File: src/hw/rtl/bdcs_pkg.sv
// Package for the data channel selector: constants, codes, types and bit permutation helpers.
`default_nettype none

package bdcs_pkg;

	// Channel space and field widths
	localparam int NUM_CHAN   = 37;
	localparam int CHAN_W     = 6;
	localparam int ORD_W      = 64;
	localparam int BITS_W     = 7;
	localparam int HOP_W      = 5;
	localparam int AA_W       = 32;
	localparam int MODE_W     = 2;
	localparam int PRN_W      = 16;
	localparam int PROD_W     = CHAN_W + HOP_W;
	localparam int SCALE_W    = CHAN_W + PRN_W;
	localparam int CFG_IDX_W  = 2;
	localparam int CSA2_ROUNDS = 3;

	// Mod-37 unit: one 16-bit digit a cycle, reciprocal multiplication
	localparam int DIGIT_W    = PRN_W;
	localparam int ORD_DIGITS = ORD_W / DIGIT_W;
	localparam int DIGIT_MOD  = (1 << DIGIT_W) % NUM_CHAN;    // 2^16 mod 37
	localparam int RED_W      = DIGIT_W + 1;
	localparam int RECIP_SH   = RED_W + CHAN_W;
	localparam int RECIP_W    = RED_W + 1;
	localparam int RECIP      = ((1 << RECIP_SH) + NUM_CHAN - 1) / NUM_CHAN;

	localparam logic [CHAN_W-1:0] LAST_CHAN = CHAN_W'(NUM_CHAN - 1);
	localparam logic [HOP_W-1:0]  HOP_MIN   = HOP_W'(5);
	localparam logic [HOP_W-1:0]  HOP_MAX   = HOP_W'(16);
	localparam logic [HOP_W-1:0]  HOP_RESET = HOP_W'(5);

	// Mode codes
	localparam logic [MODE_W-1:0] MODE_NONE = 2'd0;
	localparam logic [MODE_W-1:0] MODE_CSA1 = 2'd1;
	localparam logic [MODE_W-1:0] MODE_CSA2 = 2'd2;

	// Register indexes
	localparam logic [CFG_IDX_W-1:0] REG_MAP  = 2'd0;
	localparam logic [CFG_IDX_W-1:0] REG_HOP  = 2'd1;
	localparam logic [CFG_IDX_W-1:0] REG_AA   = 2'd2;
	localparam logic [CFG_IDX_W-1:0] REG_MODE = 2'd3;

	typedef enum logic [1:0] {
		ST_OK   = 2'd0,
		ST_MODE = 2'd1,
		ST_HOP  = 2'd2,
		ST_FEW  = 2'd3
	} status_t;

	typedef enum logic [3:0] {
		S_IDLE,
		S_COUNT,
		S_MOD,
		S_STEP,
		S_REM,
		S_ROUND,
		S_PRN,
		S_SCALE,
		S_NTH,
		S_DONE
	} state_t;

	// Live configuration handed to the sequencer
	typedef struct packed {
		logic [NUM_CHAN-1:0] chan_map;
		logic [HOP_W-1:0]    hop;
		logic [AA_W-1:0]     aa;
		logic [MODE_W-1:0]   mode;
	} cfg_t;

	// One finished result
	typedef struct packed {
		logic [CHAN_W-1:0] chan;
		status_t           st;
	} res_t;

	// Remainder modulo the channel count; quotient by reciprocal multiplication
	function automatic logic [CHAN_W-1:0] mod_chan(input logic [RED_W-1:0] n);
		logic [RED_W+RECIP_W-1:0] t;
		logic [RED_W-1:0]         q;
		logic [RED_W-1:0]         r;
		begin
			t = (RED_W+RECIP_W)'(n) * (RED_W+RECIP_W)'(RECIP);
			q = RED_W'(t[RED_W+RECIP_W-1:RECIP_SH]);
			r = n - q * RED_W'(NUM_CHAN);
			return r[CHAN_W-1:0];
		end
	endfunction

	// Reverse the bit order within one byte
	function automatic logic [7:0] flip8(input logic [7:0] v);
		logic [7:0] o;
		begin
			for (int i = 0; i < 8; i++)
				o[i] = v[7-i];
			return o;
		end
	endfunction

	// One CSA#2 round: byte-wise bit reversal, then times 17 plus the identifier
	function automatic logic [PRN_W-1:0] csa2_round(input logic [PRN_W-1:0] prn,
			input logic [PRN_W-1:0] id);
		logic [PRN_W-1:0] p;
		begin
			p = {flip8(prn[15:8]), flip8(prn[7:0])};
			return {p[PRN_W-5:0], 4'b0000} + p + id;
		end
	endfunction

endpackage

`default_nettype wire

File: src/hw/rtl/bdcs_seq.sv
// Sequencer for one channel selection: map scans, mod-37 unit and CSA#2 rounds.
`default_nettype none

module bdcs_seq (
	input  wire logic                        clk,
	input  wire logic                        arst_n,
	input  wire logic                        start,
	input  wire bdcs_pkg::cfg_t              cfg,
	input  wire logic [bdcs_pkg::ORD_W-1:0]  ordinal,
	output logic                             idle,
	output logic                             res_valid,
	output bdcs_pkg::res_t                   res,
	input  wire logic                        res_take
);
	import bdcs_pkg::*;

	state_t              state_q, state_d;
	logic [ORD_W-1:0]    sreg_q, sreg_d;
	logic [BITS_W-1:0]   bits_q, bits_d;
	logic [CHAN_W-1:0]   r_q, r_d;
	logic                tag_un_q, tag_un_d;
	logic [CHAN_W-1:0]   idx_q, idx_d;
	logic [CHAN_W-1:0]   cnt_q, cnt_d;
	logic [CHAN_W-1:0]   seen_q, seen_d;
	logic [CHAN_W-1:0]   k_q, k_d;
	logic [PRN_W-1:0]    prn_q, prn_d;
	logic [1:0]          rnd_q, rnd_d;
	res_t                res_q, res_d;

	logic [PRN_W-1:0]    id;
	logic [CHAN_W-1:0]   step;
	logic [PROD_W-1:0]   prod;
	logic [SCALE_W-1:0]  scaled;

	// Channel identifier and the two small products
	assign id     = cfg.aa[31:16] ^ cfg.aa[15:0];
	assign step   = (r_q == LAST_CHAN) ? '0 : r_q + CHAN_W'(1);
	assign prod   = PROD_W'(step) * PROD_W'(cfg.hop);
	assign scaled = SCALE_W'(cnt_q) * SCALE_W'(prn_q);

	// State register
	always_ff @(posedge clk or negedge arst_n) begin
		if (!arst_n)
			state_q <= S_IDLE;
		else
			state_q <= state_d;
	end

	// Datapath registers
	always_ff @(posedge clk) begin
		sreg_q   <= sreg_d;
		bits_q   <= bits_d;
		r_q      <= r_d;
		tag_un_q <= tag_un_d;
		idx_q    <= idx_d;
		cnt_q    <= cnt_d;
		seen_q   <= seen_d;
		k_q      <= k_d;
		prn_q    <= prn_d;
		rnd_q    <= rnd_d;
		res_q    <= res_d;
	end

	// Next state and datapath control
	always_comb begin
		state_d  = state_q;
		sreg_d   = sreg_q;
		bits_d   = bits_q;
		r_d      = r_q;
		tag_un_d = tag_un_q;
		idx_d    = idx_q;
		cnt_d    = cnt_q;
		seen_d   = seen_q;
		k_d      = k_q;
		prn_d    = prn_q;
		rnd_d    = rnd_q;
		res_d    = res_q;
		case (state_q)
			S_IDLE: begin
				if (start) begin
					sreg_d = ordinal;
					idx_d  = '0;
					cnt_d  = '0;
					if (cfg.mode != MODE_CSA1 && cfg.mode != MODE_CSA2) begin
						res_d   = '{chan: '0, st: ST_MODE};
						state_d = S_DONE;
					end else if (cfg.mode == MODE_CSA1 &&
							!(cfg.hop inside {[HOP_MIN:HOP_MAX]})) begin
						res_d   = '{chan: '0, st: ST_HOP};
						state_d = S_DONE;
					end else begin
						state_d = S_COUNT;
					end
				end
			end
			// count used channels, one map bit a cycle
			S_COUNT: begin
				cnt_d = cnt_q + CHAN_W'(cfg.chan_map[idx_q]);
				idx_d = idx_q + CHAN_W'(1);
				if (idx_q == LAST_CHAN) begin
					if (cnt_d < CHAN_W'(2)) begin
						res_d   = '{chan: '0, st: ST_FEW};
						state_d = S_DONE;
					end else if (cfg.mode == MODE_CSA1) begin
						bits_d   = BITS_W'(ORD_DIGITS);
						r_d      = '0;
						tag_un_d = 1'b0;
						state_d  = S_MOD;
					end else begin
						prn_d   = sreg_q[PRN_W-1:0] ^ id;
						rnd_d   = '0;
						state_d = S_ROUND;
					end
				end
			end
			// mod 37, one 16-bit digit a cycle, MSB first
			S_MOD: begin
				r_d    = mod_chan(RED_W'(r_q) * RED_W'(DIGIT_MOD) +
					RED_W'(sreg_q[ORD_W-1 -: DIGIT_W]));
				sreg_d = {sreg_q[ORD_W-DIGIT_W-1:0], {DIGIT_W{1'b0}}};
				bits_d = bits_q - BITS_W'(1);
				if (bits_q == BITS_W'(1)) begin
					if (!tag_un_q) begin
						state_d = S_STEP;
					end else if (cfg.chan_map[r_d]) begin
						res_d   = '{chan: r_d, st: ST_OK};
						state_d = S_DONE;
					end else if (cfg.mode == MODE_CSA1) begin
						k_d     = r_d;
						state_d = S_REM;
					end else begin
						state_d = S_SCALE;
					end
				end
			end
			// step times hop, then reduce again
			S_STEP: begin
				sreg_d   = {DIGIT_W'(prod), {(ORD_W-DIGIT_W){1'b0}}};
				bits_d   = BITS_W'(1);
				r_d      = '0;
				tag_un_d = 1'b1;
				state_d  = S_MOD;
			end
			// unmapped mod used count by repeated subtraction
			S_REM: begin
				if (k_q >= cnt_q) begin
					k_d = k_q - cnt_q;
				end else begin
					idx_d   = '0;
					seen_d  = '0;
					state_d = S_NTH;
				end
			end
			S_ROUND: begin
				prn_d = csa2_round(prn_q, id);
				rnd_d = rnd_q + 2'd1;
				if (rnd_q == 2'(CSA2_ROUNDS - 1))
					state_d = S_PRN;
			end
			S_PRN: begin
				prn_d    = prn_q ^ id;
				sreg_d   = {prn_q ^ id, {(ORD_W-PRN_W){1'b0}}};
				bits_d   = BITS_W'(1);
				r_d      = '0;
				tag_un_d = 1'b1;
				state_d  = S_MOD;
			end
			// remap index = used count * prn >> 16
			S_SCALE: begin
				k_d     = scaled[SCALE_W-1:PRN_W];
				idx_d   = '0;
				seen_d  = '0;
				state_d = S_NTH;
			end
			// find the k-th used channel
			S_NTH: begin
				idx_d = idx_q + CHAN_W'(1);
				if (cfg.chan_map[idx_q]) begin
					seen_d = seen_q + CHAN_W'(1);
					if (seen_q == k_q) begin
						res_d   = '{chan: idx_q, st: ST_OK};
						state_d = S_DONE;
					end
				end
				if (idx_q == LAST_CHAN && state_d != S_DONE) begin
					res_d   = '{chan: '0, st: ST_OK};
					state_d = S_DONE;
				end
			end
			S_DONE: begin
				if (res_take)
					state_d = S_IDLE;
			end
			default: state_d = S_IDLE;
		endcase
	end

	assign idle      = (state_q == S_IDLE);
	assign res_valid = (state_q == S_DONE);
	assign res       = res_q;

endmodule

`default_nettype wire

File: src/hw/rtl/ble_data_channel_select.sv
// Top level of the BLE data channel selector: config registers, sequencer and output register.
//
//  channel | signals                                   | direction
//  --------+-------------------------------------------+----------
//  input   | in_valid, in_stall, conn_event            | item in, block drives in_stall
//  output  | out_valid, out_stall, chan_sel, status    | item out, sink drives out_stall
//  config  | cfg_valid, cfg_ready, cfg_index, cfg_data | register writes, always ready
//
// One item at a time. The time from one accept to the next is set by the scans of the
// channel map (count and remap search), the remap subtraction loop and the mod-37 unit,
// which takes 16 ordinal bits a cycle, and grows while the output stalls. A bad mode or hop
// skips all of these; too few channels skips all but the count scan.
// After reset the map is all ones, hop 5, access address 0, mode unresolved.
// A finished item waits in the output register; a new item is taken meanwhile,
// and the sequencer holds its result only when that register is full and stalled.
`default_nettype none

module ble_data_channel_select (
	input  wire logic                             clk,
	input  wire logic                             arst_n,
	input  wire logic                             in_valid,
	output logic                                  in_stall,
	input  wire logic [bdcs_pkg::ORD_W-1:0]       conn_event,
	output logic                                  out_valid,
	input  wire logic                             out_stall,
	output logic [bdcs_pkg::CHAN_W-1:0]           chan_sel,
	output logic [1:0]                            status,
	input  wire logic                             cfg_valid,
	output logic                                  cfg_ready,
	input  wire logic [bdcs_pkg::CFG_IDX_W-1:0]   cfg_index,
	input  wire logic [bdcs_pkg::NUM_CHAN-1:0]    cfg_data
);
	import bdcs_pkg::*;

	cfg_t  cfg_q;
	logic  seq_idle;
	logic  seq_valid;
	res_t  seq_res;
	logic  take;
	logic  out_valid_q;
	res_t  out_res_q;

	// Configuration registers
	assign cfg_ready = 1'b1;

	always_ff @(posedge clk or negedge arst_n) begin
		if (!arst_n) begin
			cfg_q.chan_map <= '1;
			cfg_q.hop      <= HOP_RESET;
			cfg_q.aa       <= '0;
			cfg_q.mode     <= MODE_NONE;
		end else if (cfg_valid && cfg_ready) begin
			case (cfg_index)
				REG_MAP:  cfg_q.chan_map <= cfg_data;
				REG_HOP:  cfg_q.hop      <= cfg_data[HOP_W-1:0];
				REG_AA:   cfg_q.aa       <= cfg_data[AA_W-1:0];
				REG_MODE: cfg_q.mode     <= cfg_data[MODE_W-1:0];
				default: ;
			endcase
		end
	end

	assign in_stall = !seq_idle;

	bdcs_seq u_seq (
		.clk       (clk),
		.arst_n    (arst_n),
		.start     (in_valid && !in_stall),
		.cfg       (cfg_q),
		.ordinal   (conn_event),
		.idle      (seq_idle),
		.res_valid (seq_valid),
		.res       (seq_res),
		.res_take  (take)
	);

	// Output register
	assign take = seq_valid && (!out_valid_q || !out_stall);

	always_ff @(posedge clk or negedge arst_n) begin
		if (!arst_n)
			out_valid_q <= 1'b0;
		else if (take)
			out_valid_q <= 1'b1;
		else if (!out_stall)
			out_valid_q <= 1'b0;
	end

	always_ff @(posedge clk) begin
		if (take)
			out_res_q <= seq_res;
	end

	assign out_valid = out_valid_q;
	assign chan_sel  = out_res_q.chan;
	assign status    = out_res_q.st;

endmodule

`default_nettype wire

File: config.mk
export PLATFORM = sky130hd
export DESIGN_NAME = ble_data_channel_select
export DESIGN_NICKNAME = d
export VERILOG_FILES = /design/src/hw/rtl/bdcs_pkg.sv /design/src/hw/rtl/bdcs_seq.sv /design/src/hw/rtl/ble_data_channel_select.sv
export SDC_FILE = /design/constraint.sdc
export NUM_CORES = 1
export LEC_CHECK = 0
export ABC_AREA = 0
export BUFFER_PORTS_ARGS = -buffer_cell sky130_fd_sc_hd__buf_2
export CAP_MARGIN = 20
export CORE_MARGIN = 2
export CORE_UTILIZATION = 55
export CTS_BUF_LIST = sky130_fd_sc_hd__clkbuf_2
export DETAILED_ROUTE_END_ITERATION = 16
export GPL_TIMING_DRIVEN = 0
export HOLD_SLACK_MARGIN = 0.15
export PLACE_DENSITY = 0.77
export RECOVER_POWER = 100
export SLEW_MARGIN = 20
export SYNTH_ARGS = -nofsm -noshare
export SYNTH_HDL_FRONTEND = slang
export SYNTH_SLANG_ARGS = --single-unit
File: constraint.sdc
create_clock -name clk -period 10.4 [get_ports clk]
set_input_delay 2.08 -clock clk [delete_from_list [all_inputs] [get_ports clk]]
set_output_delay 2.08 -clock clk [all_outputs]
set_load 0.05 [all_outputs]
Word level (Yosys, flattened, before mapping)
Cells that the tools add are included.
{ "classes": {"n_eq_ne": 41, "magnitude_cmp": 6, "mul": 5, "add_sub_neg": 11, "muxes": 71, "bitwise": 3, "n_reduce_logical": 40} }
{ "op_table": {"columns": ["operator", "count"], "rows": [
  ["one-hot mux 64 bit (4 select lines)", 1],
  ["2-to-1 mux 8 bit", 11],
  ["2-to-1 mux 6 bit", 12],
  ["2-to-1 mux 64 bit", 1],
  ["2-to-1 mux 4 bit", 15],
  ["one-hot mux 6 bit (3 select lines)", 3],
  ["2-to-1 mux 16 bit", 3],
  ["one-hot mux 16 bit (3 select lines)", 1],
  ["bitwise XOR 16 bit", 3],
  ["one-hot mux 4 bit (9 select lines)", 1],
  ["adder 16 bit", 2],
  ["one-hot mux 8 bit (4 select lines)", 1],
  ["multiplier 17 x 13 -> 30 bit (second input constant)", 1],
  ["inequality test 2 x 1 -> 1 bit (second input constant)", 14],
  ["one-hot mux 6 bit (4 select lines)", 1],
  ["multiplier 6 x 16 -> 22 bit", 1],
  ["2-to-1 mux 7 bit", 3],
  ["one-hot mux 7 bit (3 select lines)", 1],
  ["adder 6 x 1 -> 6 bit (second input constant)", 3],
  ["adder 10 x 16 -> 17 bit", 1],
  ["== test 4 x 3 -> 1 bit (second input constant)", 4],
  ["AND reduction 4 bit", 4],
  ["< comparator 6 x 7 -> 1 bit (second input constant)", 2],
  ["binary-select mux 1 bit (select 6 bit)", 2],
  ["other kinds (41)", 86]
]} }
{ "word_totals": {"regBits": 217, "word_cells": 197, "out_inout_bits": 11} }

Depth between registers and ports, before layout
{ "logic_depth": {"depth_word": 11, "depth_mapped": 46} }

Cells and area by module
Synthesis repeated with hierarchy kept, for this count alone.
{ "unflattened": {"cells_unflattened": 1998, "hier_area_um2": 20140.6} }
{ "by_module_without_submodules": {"columns": ["module", "n_inst", "cells_each", "seq_area_each_um2", "area_each_um2"], "rows": [
  ["bdcs_seq", 1, 1820, 3943.8, 16898.7],
  ["ble_data_channel_select", 1, 178, 2215.9, 3241.9]
]} }

Worst setup path before layout
Ideal clock, no wire load.
{ "synth_path": {"kind": "flip-flop to flip-flop", "startpoint": "reg u_seq.r_q[1]", "endpoint": "reg u_seq.res_q (netlist bit u_seq.res[0]), enable pin", "setup_slack_ps": -441, "arrival_ps": 10466, "synth_period_minus_slack_ps": 10841, "t_required_ps": 10025, "stages_incl_launch_ff": 40, "cell_sequence": "edfxtp_1 ha_1 fa_1 ha_1 a21oi_1 a21oi_1 o21ai_0 a21boi_0 o21ai_0 a21boi_0 o21ai_0 nor2_1 xnor2_1 inv_1 ha_1 fa_1 fa_1 fa_1 (+4 left out) a21o_1 a21o_1 nor2_2 xnor2_2 nor2_1 ha_1 inv_1 fa_1 xor2_1 nand2_1 o22a_1 nand2_1 mux4_2 o21a_1 a2111o_1 a211o_1 mux2_2 a21oi_1"} }
{ "synth_between": {"elab_chain_len": 9} }
{ "synth_lines": {"columns": ["item", "line_no", "source"], "rows": [
  ["start: declaration", "bdcs_seq.sv:20", "logic [CHAN_W-1:0] r_q, r_d;"],
  ["start signal: assignment", "bdcs_seq.sv:53", "r_q <= r_d;"],
  ["multiplier 6 x 4 -> 10 bit *", "bdcs_seq.sv:118", "r_d = mod_chan(RED_W'(r_q) * RED_W'(DIGIT_MOD) +"],
  ["adder 10 x 16 -> 17 bit *", "bdcs_seq.sv:118", null],
  ["multiplier 17 x 13 -> 30 bit", "bdcs_pkg.sv:85", "t = (RED_W+RECIP_W)'(n) * (RED_W+RECIP_W)'(RECIP);"],
  ["multiplier 12 x 6 -> 6 bit", "bdcs_pkg.sv:87", "r = n - q * RED_W'(NUM_CHAN);"],
  ["subtractor 6 bit *", "bdcs_pkg.sv:87", null],
  ["binary-select mux 1 bit (select 6 bit) *", "bdcs_seq.sv:125", "end else if (cfg.chan_map[r_d]) begin"],
  ["2-to-1 mux 1 bit (implied by the code) *", "bdcs_seq.sv:125", null],
  ["inequality test 2 x 1 -> 1 bit (no source line) *", null, null],
  ["AND reduction 10 bit (no source line) *", null, null],
  ["end signal: assignment", "bdcs_seq.sv:61", "res_q <= res_d;"],
  ["end: declaration", "bdcs_seq.sv:28", "res_t res_q, res_d;"]
]} }
Every way passes the cells marked *; elsewhere a longest branch is shown, timed or not. The select of a mux whose other input is x is not followed.
A chain may end at the register's enable or synchronous reset.

Worst setup path in the final report
{ "layout_path": {"startpoint": "reg u_seq.r_q[4]", "endpoint": "reg u_seq.res_q (netlist bit u_seq.res[2]), enable pin"} }
The elaborated chain is that of the path after synthesis.

==> impl_metrics.yaml <==
run_status:
  status: "complete, but fails checks"
  violations: "max-capacitance violations, max-slew violations, negative setup slack"
timing:
  drv_slew: 72
  slew_headroom: -1.08
  layout_min_cycle_time_ns: 10.58
  hold_viol_final: 0
  rsz0062_at_grt: "true"
  setup_ws_ns: -0.176
  finalCritPeriodShare: 1.02
  worstMarginPinSlew_ns: 3.12
  max_freq_mhz: 94.6
  setup_viol: 16
  fin_skew_ns: 0.110
die:
  start_util: 0.560
  die_x_um: 195
  die_area_um2: 37900
  num_io_pins: 119
  rows: 69
  placeableCoreArea_um2: 35700
  die_y_um: 195
logic_synthesis:
  syn_area_per_cell_um2: 9.83
  synth.area.top_cells: "edfxtp_1 (20%), fa_1 (17%), ha_1 (11%), inv_1 (6.1%), dfrtp_1 (5.3%)"
  synth-main-ff-cell: "edfxtp_1"
  synthesis.area_um2: 20000
  synth_nets: 2488
  ys_ff_latch: 217
  ys_types: 71
  yosysSeqAreaShare: 0.308
  ys_async_sr_fraction: 0.373
  synth_top_area_frac: 0.204
  ys_warn_count: 0
  syn_inst: 2036
  post-synth-top-area-cell: "edfxtp_1"
  synth-edff-count: 136
route:
  wl_per_cell_um: 20.8
  ant_nets: 0
  drc: 0
  routed_wl_um: 57800
  num_vias: 16232
  via_per_inst: 5.84
  first_pass_iters: 6
  drtIter0Drc: 1283
setup_path:
  r2r_end: "u_seq.res[2]"
  r2r_cells: 45
  crit_path_start_kind: "flop"
  crit_top_cell: "xnor2_1"
  arrival_ns: 11.21
  crit_path_end: "u_seq.res[2]"
  required_ns: 11.03
  crit_path_end_kind: "flop"
  setup.worst_path.class: "flop to flop"
  crit_start: "u_seq.r_q[4]"
  reg2reg_from: "u_seq.r_q[4]"
  critical-path-max-stage-delay_ns: 0.56
  crit_path_max_fanout: 8
  regToRegSetupSlack_ns: -0.18
  critPathSlowestCell: "fa_1"
finish:
  multi_input_area_um2: 13100
  final_nets: 2726
  layout_common_cells: "inv_1 (312), nand2_1 (230), fa_1 (161)"
  syn2layout_area_growth_pct: 14.9
  final_common_cell: "inv_1"
  layout-drive-gt1-share: 0.214
  n_fill_cell: 2795
  seqCellArea_um2: 6160
cts:
  cts_sinks: 217
  cts_max_path_buffers: 3
  cts_buffers: 57
  cts_max_level: 2
  clkSlewWorstSetupHoldPaths_ns: 0.12
  clk_root_buffer_cell: "clkbuf_2"
  clkLatencyLatePin_ns: 0.97
  ctsHoldBuffers: 0
  cts_tree: "done"
placed_design:
  finalWeightedCongestion: 0.958
  io_buffers: 117
  pre_cts_ws_ns: -1.78
  dpl.hpwl_um: 44600
hold_path:
  worst_hold_path_type: "flop to flop"
global_route:
  grt_pass1_wl_um: 88600
  grt_use_total: 0.300
  overflow: 0
  grt_pass1_vias: 16650
  antenna_found_initial: 2
  grt_max_degree: 63
run:
  maxCapViolations: 2
per-stage QoR:
| stage | hold slack (ns) | util | cell area, µm² | TNS (ns) | cells |
|---|---|---|---|---|---|
| 3_3_place_gp | 0.409 | 0.593 | 21200 | -30.13 | 2614 |
| 4_1_cts | 0.432 | 0.629 | 22500 | 0 | 2752 |
| 3_5_place_dp | 0.405 | 0.598 | 21400 | -32.73 | 2620 |
| 2_1_floorplan | 0.400 | - | 20000 | 0 | 2036 |
| 6_report | 0.435 | 0.643 | 23000 | -2.13 | 2781 |
| 5_1_grt | 0.462 | 0.643 | 23000 | -6.67 | 2780 |
layer usage:
layer	share of wire	wire, µm	track usage	vias to the layer above
li1	-	-	-	7283
met1	0.38	22100	0.387	7863
met2	0.48	27500	0.490	894
met3	0.092	5340	0.0645	192
met4	0.050	2900	0.135	0
met5	0	0	0	-
worst max-delay path, delay by kind of cell, from the launching register on:
family	cells	cell delay, ns
xor+xnor	12	2.43
simple gates	2	0.17
compound gates	12	1.96
flops	1	0.47
mux	1	0.36
buf+inv	7	0.82
fa+ha+maj	11	4.07
Yosys cell counts (all sizes together), types with 9 or more instances:
| master | instances |
|---|---|
| and2 | 18 |
| nand3 | 35 |
| and3 | 27 |
| nand2b | 12 |
| o221ai | 11 |
| nor3 | 27 |
| o31ai | 9 |
| o21a | 9 |
| ha | 177 |
| mux2 | 79 |
| a21oi | 81 |
| nor2 | 124 |
| edfxtp | 136 |
| a22oi | 11 |
| o21ai | 94 |
| clkbuf | 55 |
| inv | 323 |
| mux4 | 11 |
| dfrtp | 42 |
| nand2 | 234 |
| buf | 16 |
| fa | 167 |
| a31oi | 9 |
| dfstp | 39 |
| xnor2 | 105 |
| a21o | 23 |
| nor2b | 15 |
| xor2 | 46 |
| mux2i | 9 |
logic make-up (layout without fill, tap and decap cells):
logic type,count (synthesis),count (layout),share of synthesized area
AO/OA/AOI/OAI,300,300,0.0942
other,1,3,0.000187
flip-flops,217,217,0.308
multiplexers,99,99,0.0613
AND/OR/NAND/NOR,529,529,0.118
XOR/XNOR,151,151,0.0664
buffers and inverters,395,677,0.0746
adder cells (fa/ha/maj),344,344,0.278
area by class of cell:
class | count | area share
sequential | 217 | 0.268
tap | 461 | 0.0251
clock inverter | 16 | 0.00598
inverter | 324 | 0.0529
buffer | 71 | 0.0127
antenna | 2 | 0.000218
timing repair buffer | 179 | 0.0455
clock buffer | 87 | 0.0189
multi-input combinational | 1424 | 0.571
worst min path at each step:
stage	end	cells past startpoint	from	slack (ns)
floorplan	chan_sel[0]	0	u_seq.res[2]	0.40
global placement	chan_sel[2]	0	u_seq.res[4]	0.41
detailed placement	chan_sel[1]	0	u_seq.res[3]	0.40
CTS	chan_sel[1]	0	u_seq.res[3]	0.43
global route	chan_sel[0]	0	u_seq.res[2]	0.46
finish	chan_sel[0]	0	u_seq.res[2]	0.44
repair_timing:
item	in CTS	in global routing
buffers inserted	29	27
resized for setup	65	80
pin swaps	26	85
setup endpoints to repair	24	21
state kept, by name, indices dropped and copies added (netlist names), 2 cells and up:
register	cells
u_seq.seen_q	6
u_seq.k_q	6
u_seq.bits_q	7
u_seq.r_q	6
u_seq.idx_q	6
status	2
u_seq.rnd_q	2
cfg_q	76
u_seq.sreg_q	64
u_seq.state_q	4
u_seq.res	8
u_seq.prn_q	16
chan_sel	6
u_seq.cnt_q	6
Power is left out: the tool's default activity adds up to more than one toggle a clock period on the data nets, which glitch-free logic cannot reach.
